## config.mk

```make
export PLATFORM = sky130hd
export DESIGN_NAME = tpr_unassoc
export DESIGN_NICKNAME = d
export VERILOG_FILES = /design/src/hdl/tpr_pkg.sv /design/src/hdl/tpr_unassoc.sv
export SDC_FILE = /design/constraint.sdc
export NUM_CORES = 1
export LEC_CHECK = 0
export BUFFER_PORTS_ARGS = -buffer_cell sky130_fd_sc_hd__buf_4
export CORE_MARGIN = 4
export CORE_UTILIZATION = 56
export DETAILED_ROUTE_END_ITERATION = 8
export MAX_ROUTING_LAYER = met4
export PLACE_DENSITY = 0.76
export SKIP_CTS_REPAIR_TIMING = 1
export SLEW_MARGIN = 20
export SYNTH_ARGS = -nofsm -noshare
export SYNTH_HDL_FRONTEND = slang
export SYNTH_SLANG_ARGS = --single-unit
export TNS_END_PERCENT = 50
```

## constraint.sdc

```tcl
create_clock -name clk -period 9.1 [get_ports clk]
set_clock_uncertainty 0.05 [all_clocks]
set_input_delay 1.82 -clock clk [delete_from_list [all_inputs] [get_ports clk]]
set_output_delay 1.82 -clock clk [all_outputs]
set_load 0.02 [all_outputs]
```

## src/hdl/tpr_pkg.sv

```systemverilog
// Shared constants and sample rounding functions for the RGBA8 pixel converter.
package tpr_pkg;

    // Palette address bits by default
    localparam int PALETTE_BITS_DEF = 8;

    // Configuration register indexes
    localparam logic [2:0] REG_COLOR_MODEL  = 3'd0;
    localparam logic [2:0] REG_SAMPLE_WIDTH = 3'd1;
    localparam logic [2:0] REG_MIN_IS_WHITE = 3'd2;
    localparam logic [2:0] REG_ALPHA_MODE   = 3'd3;
    localparam logic [2:0] REG_PAL_8BIT     = 3'd4;

    // Color models
    localparam logic [1:0] CM_GREY    = 2'd0;
    localparam logic [1:0] CM_PALETTE = 2'd1;
    localparam logic [1:0] CM_RGB     = 2'd2;
    localparam logic [1:0] CM_CMYK    = 2'd3;

    // Alpha modes
    localparam logic [1:0] AM_NONE     = 2'd0;
    localparam logic [1:0] AM_STRAIGHT = 2'd1;
    localparam logic [1:0] AM_ASSOC    = 2'd2;

    // Sample width codes
    localparam logic [2:0] SW_1  = 3'd0;
    localparam logic [2:0] SW_2  = 3'd1;
    localparam logic [2:0] SW_4  = 3'd2;
    localparam logic [2:0] SW_8  = 3'd3;
    localparam logic [2:0] SW_16 = 3'd4;
    localparam logic [2:0] SW_32 = 3'd5;

    // Round a 16-bit value to 8 bits: (v*255 + 32767) / 65535
    function automatic logic [7:0] scale16(input logic [15:0] v);
        logic [23:0] y;
        logic [24:0] q;
        begin
            y = {v, 8'd0} - 24'(v) + 24'd32767;
            q = 25'(y) + 25'd1 + 25'(y[23:16]);
            scale16 = q[23:16];
        end
    endfunction

    // Round a 32-bit value to 8 bits: (v*255 + 2^31-1) / (2^32-1)
    function automatic logic [7:0] scale32(input logic [31:0] v);
        logic [39:0] y;
        logic [40:0] q;
        begin
            y = {v, 8'd0} - 40'(v) + 40'h007FFFFFFF;
            q = 41'(y) + 41'd1 + 41'(y[39:32]);
            scale32 = q[39:32];
        end
    endfunction

    // Mask a sample to the configured width and round it to 8 bits
    function automatic logic [7:0] round8(input logic [31:0] v, input logic [2:0] code);
        begin
            case (code)
                SW_1:    round8 = v[0] ? 8'd255 : 8'd0;
                SW_2:    round8 = 8'(v[1:0]) * 8'd85;
                SW_4:    round8 = 8'(v[3:0]) * 8'd17;
                SW_16:   round8 = scale16(v[15:0]);
                SW_32:   round8 = scale32(v);
                default: round8 = v[7:0];
            endcase
        end
    endfunction

    // Mask a sample to the configured width
    function automatic logic [31:0] mask_sample(input logic [31:0] v, input logic [2:0] code);
        begin
            case (code)
                SW_1:    mask_sample = {31'd0, v[0]};
                SW_2:    mask_sample = {30'd0, v[1:0]};
                SW_4:    mask_sample = {28'd0, v[3:0]};
                SW_16:   mask_sample = {16'd0, v[15:0]};
                SW_32:   mask_sample = v;
                default: mask_sample = {24'd0, v[7:0]};
            endcase
        end
    endfunction

endpackage

```

## src/hdl/tpr_unassoc.sv

```systemverilog
// Three-stage un-premultiply of one color channel with saturation at 255.
module tpr_unassoc
    import tpr_pkg::*;
(
    input  logic       clk,
    input  logic       en,
    input  logic [7:0] color_in,
    input  logic [7:0] alpha_in,
    input  logic       assoc,
    output logic [7:0] color_out
);

    logic [15:0] num_next;
    logic        sat_next;
    logic [15:0] num_reg;
    logic [7:0]  den_reg;
    logic        sat_reg;
    logic        zero_reg;
    logic        pass_reg;
    logic [7:0]  color_a_reg;

    logic [15:0] rem_next;
    logic [3:0]  qhi_next;
    logic [15:0] rem_reg;
    logic [3:0]  qhi_reg;
    logic [7:0]  den_b_reg;
    logic        sat_b_reg;
    logic        zero_b_reg;
    logic        pass_b_reg;
    logic [7:0]  color_b_reg;

    logic [3:0]  qlo_next;
    logic [7:0]  out_next;
    logic [7:0]  out_reg;

    // Numerator c*255 + a/2, saturate when quotient would pass 255
    always_comb
    begin
        num_next = {color_in, 8'd0} - 16'(color_in) + 16'(alpha_in[7:1]);
        sat_next = 17'(num_next) >= {1'b0, alpha_in, 8'd0};
    end

    always_ff @(posedge clk)
    begin
        if (en)
        begin
            num_reg     <= num_next;
            den_reg     <= alpha_in;
            sat_reg     <= sat_next;
            zero_reg    <= (alpha_in == 8'd0);
            pass_reg    <= !assoc;
            color_a_reg <= color_in;
        end
    end

    // Upper four quotient bits
    always_comb
    begin
        rem_next = num_reg;
        qhi_next = 4'd0;
        for (int i = 3; i >= 0; i--)
        begin
            if (rem_next >= (16'(den_reg) << (i + 4)))
            begin
                rem_next    = rem_next - (16'(den_reg) << (i + 4));
                qhi_next[i] = 1'b1;
            end
        end
    end

    always_ff @(posedge clk)
    begin
        if (en)
        begin
            rem_reg     <= rem_next;
            qhi_reg     <= qhi_next;
            den_b_reg   <= den_reg;
            sat_b_reg   <= sat_reg;
            zero_b_reg  <= zero_reg;
            pass_b_reg  <= pass_reg;
            color_b_reg <= color_a_reg;
        end
    end

    // Lower four quotient bits and final pick
    always_comb
    begin
        logic [15:0] rem;
        rem      = rem_reg;
        qlo_next = 4'd0;
        for (int i = 3; i >= 0; i--)
        begin
            if (rem >= (16'(den_b_reg) << i))
            begin
                rem         = rem - (16'(den_b_reg) << i);
                qlo_next[i] = 1'b1;
            end
        end
        if (pass_b_reg)
            out_next = color_b_reg;
        else if (zero_b_reg)
            out_next = 8'd0;
        else if (sat_b_reg)
            out_next = 8'd255;
        else
            out_next = {qhi_reg, qlo_next};
    end

    always_ff @(posedge clk)
    begin
        if (en)
        begin
            out_reg <= out_next;
        end
    end

    assign color_out = out_reg;

endmodule

```

==> run_results.csv <==
group,metric,value,unit
outcome,status,"completed",
floorplan,core,0.0126,sq mm
clock_tree,root_buffer,"clkbuf_16",
placed_design,hpwlAfterDp,14100,um
yosys,synth_cell_types,68,
yosys,ys_seq_area_frac,0.342,
timing,timing_worst_slew_pin_value,1.04,ns
yosys,synth.area.mux_share,0.0446,
setup_path,path_buf_inv,3,
yosys,synth_fp_nets,856,
yosys,synth_compound_gate_area_share,0.193,
yosys,synth_commonest_cells,"edfxtp_1 (82), ha_1 (79), nor2_1 (70)",
yosys,synth_top_area_cell,"edfxtp_1",
timing,drv_slew,0,
cells_and_area,diodes,0,
worst_hold_path,hp-class,"flop to flop",
setup_path,rr_worst_depth,36,
grt,grtUsageTotal,0.250,
yosys,ys_seq_elements,82,
placed_design,portBuffers,26,
setup_path,cp_slowest_cell,"or4_4",
floorplan,fp-row-count,41,
drt,drt_wl_total,17700,um
setup_path,end_kind,"flop",
yosys,synthAdderAreaFrac,0.159,
cells_and_area,area_growth,13.4,%
grt,antenna_found_initial,0,
drt,final_antenna_net_count,0,
clock_tree,path_clk_slew,0.07,ns
yosys,synth_area_leaders,"edfxtp_1 (34%), ha_1 (14%), xnor2_1 (4.5%)",
setup_path,timing.critical_path.mode_cell,"ha_1",
yosys,syn-instance-count,750,
drt,route.detailed.drc,0,
timing,hold_viol,0,
grt,grt_max_degree,83,
worst_hold_path,min_path_cells,0,
placed_design,gp_congestion,0.949,
floorplan,die_w,121,um
floorplan,io_pins,27,
clock_tree,cts-htree-levels,3,
floorplan,start_util,0.571,
cells_and_area,layout-drive-gt1-share,0.150,
yosys,synth_xor_area_frac,0.0632,
setup_path,crit_arrival,8.83,ns
drt,firstDrtPassIters,6,
grt,grt_pass1_wl,28500,um
yosys,synth_edf_count,82,
timing,timing.hold.ws,0.370,ns
yosys,syn_area,0.00721,sq mm
drt,vias_per_cell,6.06,
clock_tree,cts_tree,"built",
job,maxCapViolations,0,
grt,gr-total-overflow,0,
drt,avgRoutedWirePerCell,18.1,um
clock_tree,clkLatencyLatePin,0.34,ns
setup_path,cp.required,9.14,ns
yosys,synthArstFlopShare,0,
drt,drtIter0Drc,402,
timing,maxSlewHeadroom,0.307,
setup_path,path_max_fanout,13,
yosys,synth_top_area_share,0.342,
yosys,ys.flop_type,"edfxtp_1",
yosys,synthSimpleGateAreaFrac,0.156,
grt,grt_pass1_vias,5825,
setup_path,critPathLaunchType,"flop",
yosys,yosysMostFrequentCell,"edfxtp_1",
clock_tree,cts.sinks,82,
setup_path,cp_top_family,"simple AND/OR/NAND/NOR gates",
timing,fmax,114,MHz
floorplan,chipHeight,121,um
cells_and_area,fillers,1020,
floorplan,dieArea,0.0147,sq mm
setup_path,cp.depth,36,
yosys,ys_warn_count,0,
timing,setup-violations-final,0,
setup_path,max_stage_delay,0.46,ns
cells_and_area,layout.nets,907,
clock_tree,cts_buffers,9,
clock_tree,cts_buffer_depth,2,
timing,min_period,8.79,ns
yosys,syn_avg_cell_area,9.61,sq um
setup_path,critPathKind,"flop to flop",
drt,via_count,5922,
timing,period_share,0.966,
yosys,synth_top_family_by_area,"compound AO/OA/AOI/OAI gates",
-- per-stage QoR --
step | instance area (sq um) | TNS [ns] | setup slack [ns] | utilization | std cells
global placement | 7720 | 0 | 0.220 | 0.612 | 955
floorplan | 7220 | 0 | 0.0437 | - | 750
finish | 8170 | 0 | 0.311 | 0.647 | 978
detailed placement | 7720 | 0 | 0.0447 | 0.612 | 955
CTS | 8010 | -0.0877 | -0.0248 | 0.634 | 971
global route | 8170 | -0.0816 | -0.0301 | 0.647 | 978
-- kinds of logic (layout without fill, tap and decap cells) --
family,after synthesis,count (layout)
and+or+nand+nor,216,216
AOI/OAI and AO/OA,206,206
adders and majority gates,87,87
DFF,82,82
buffers and inverters,78,134
xor gates and xnor gates,52,52
muxes,29,29
-- layout by cell type, fill, tap and decap left out, types with 3 or more instances in the layout --
cell and instances:
a21oi_1 43, o21bai_1 5, o21ai_0 34, clkbuf_16 9
inv_1 62, nand2_1 40, and2_1 3, nor2_1 68
o211ai_1 6, xor2_1 15, nand2b_1 16, nand3_1 4
a21oi_2 4, nor3_1 19, o211a_1 5, edfxtp_1 82
or4_1 3, a21boi_0 3, o31a_1 3, nor2b_1 15
ha_1 78, xnor2_1 37, nand4b_1 3, a31oi_1 6
mux2_2 17, mux2i_1 10, buf_4 52, fa_1 6
o21a_1 15, and4_1 3, or3_1 5, a211oi_1 10
nand4_1 11, o21ai_1 8, o31ai_1 14, a21o_1 25
-- area by class of cell --
cell class / instances / area [sq um] / share of cell area
clock buffer: 9 / 225 / 0.0276
clock inverter: 7 / 61.3 / 0.00750
inverter: 64 / 240 / 0.0294
multi-input combinational: 590 / 4560 / 0.558
sequential: 82 / 2460 / 0.301
tap: 172 / 215 / 0.0263
timing repair buffer: 54 / 407 / 0.0498
-- per-layer routing --
layer,vias to the layer above,wire length [um],track usage
met5,-,0,-
met4,0,367,0.0777
met3,25,640,0.0312
met2,145,9210,0.441
met1,2871,7530,0.299
li1,2881,-,-
-- final timing paths --
path	slack (ns)	to	start
max	0.31	rem_reg[5]	num_reg[14]
min	0.37	color_b_reg[2]	color_a_reg[2]
max reg2reg	0.31	rem_reg[5]	num_reg[14]
min reg2reg	0.37	color_b_reg[2]	color_a_reg[2]
Power is not shown: default switching activity piles up to over one toggle a cycle in this logic, so the estimate is an artifact.
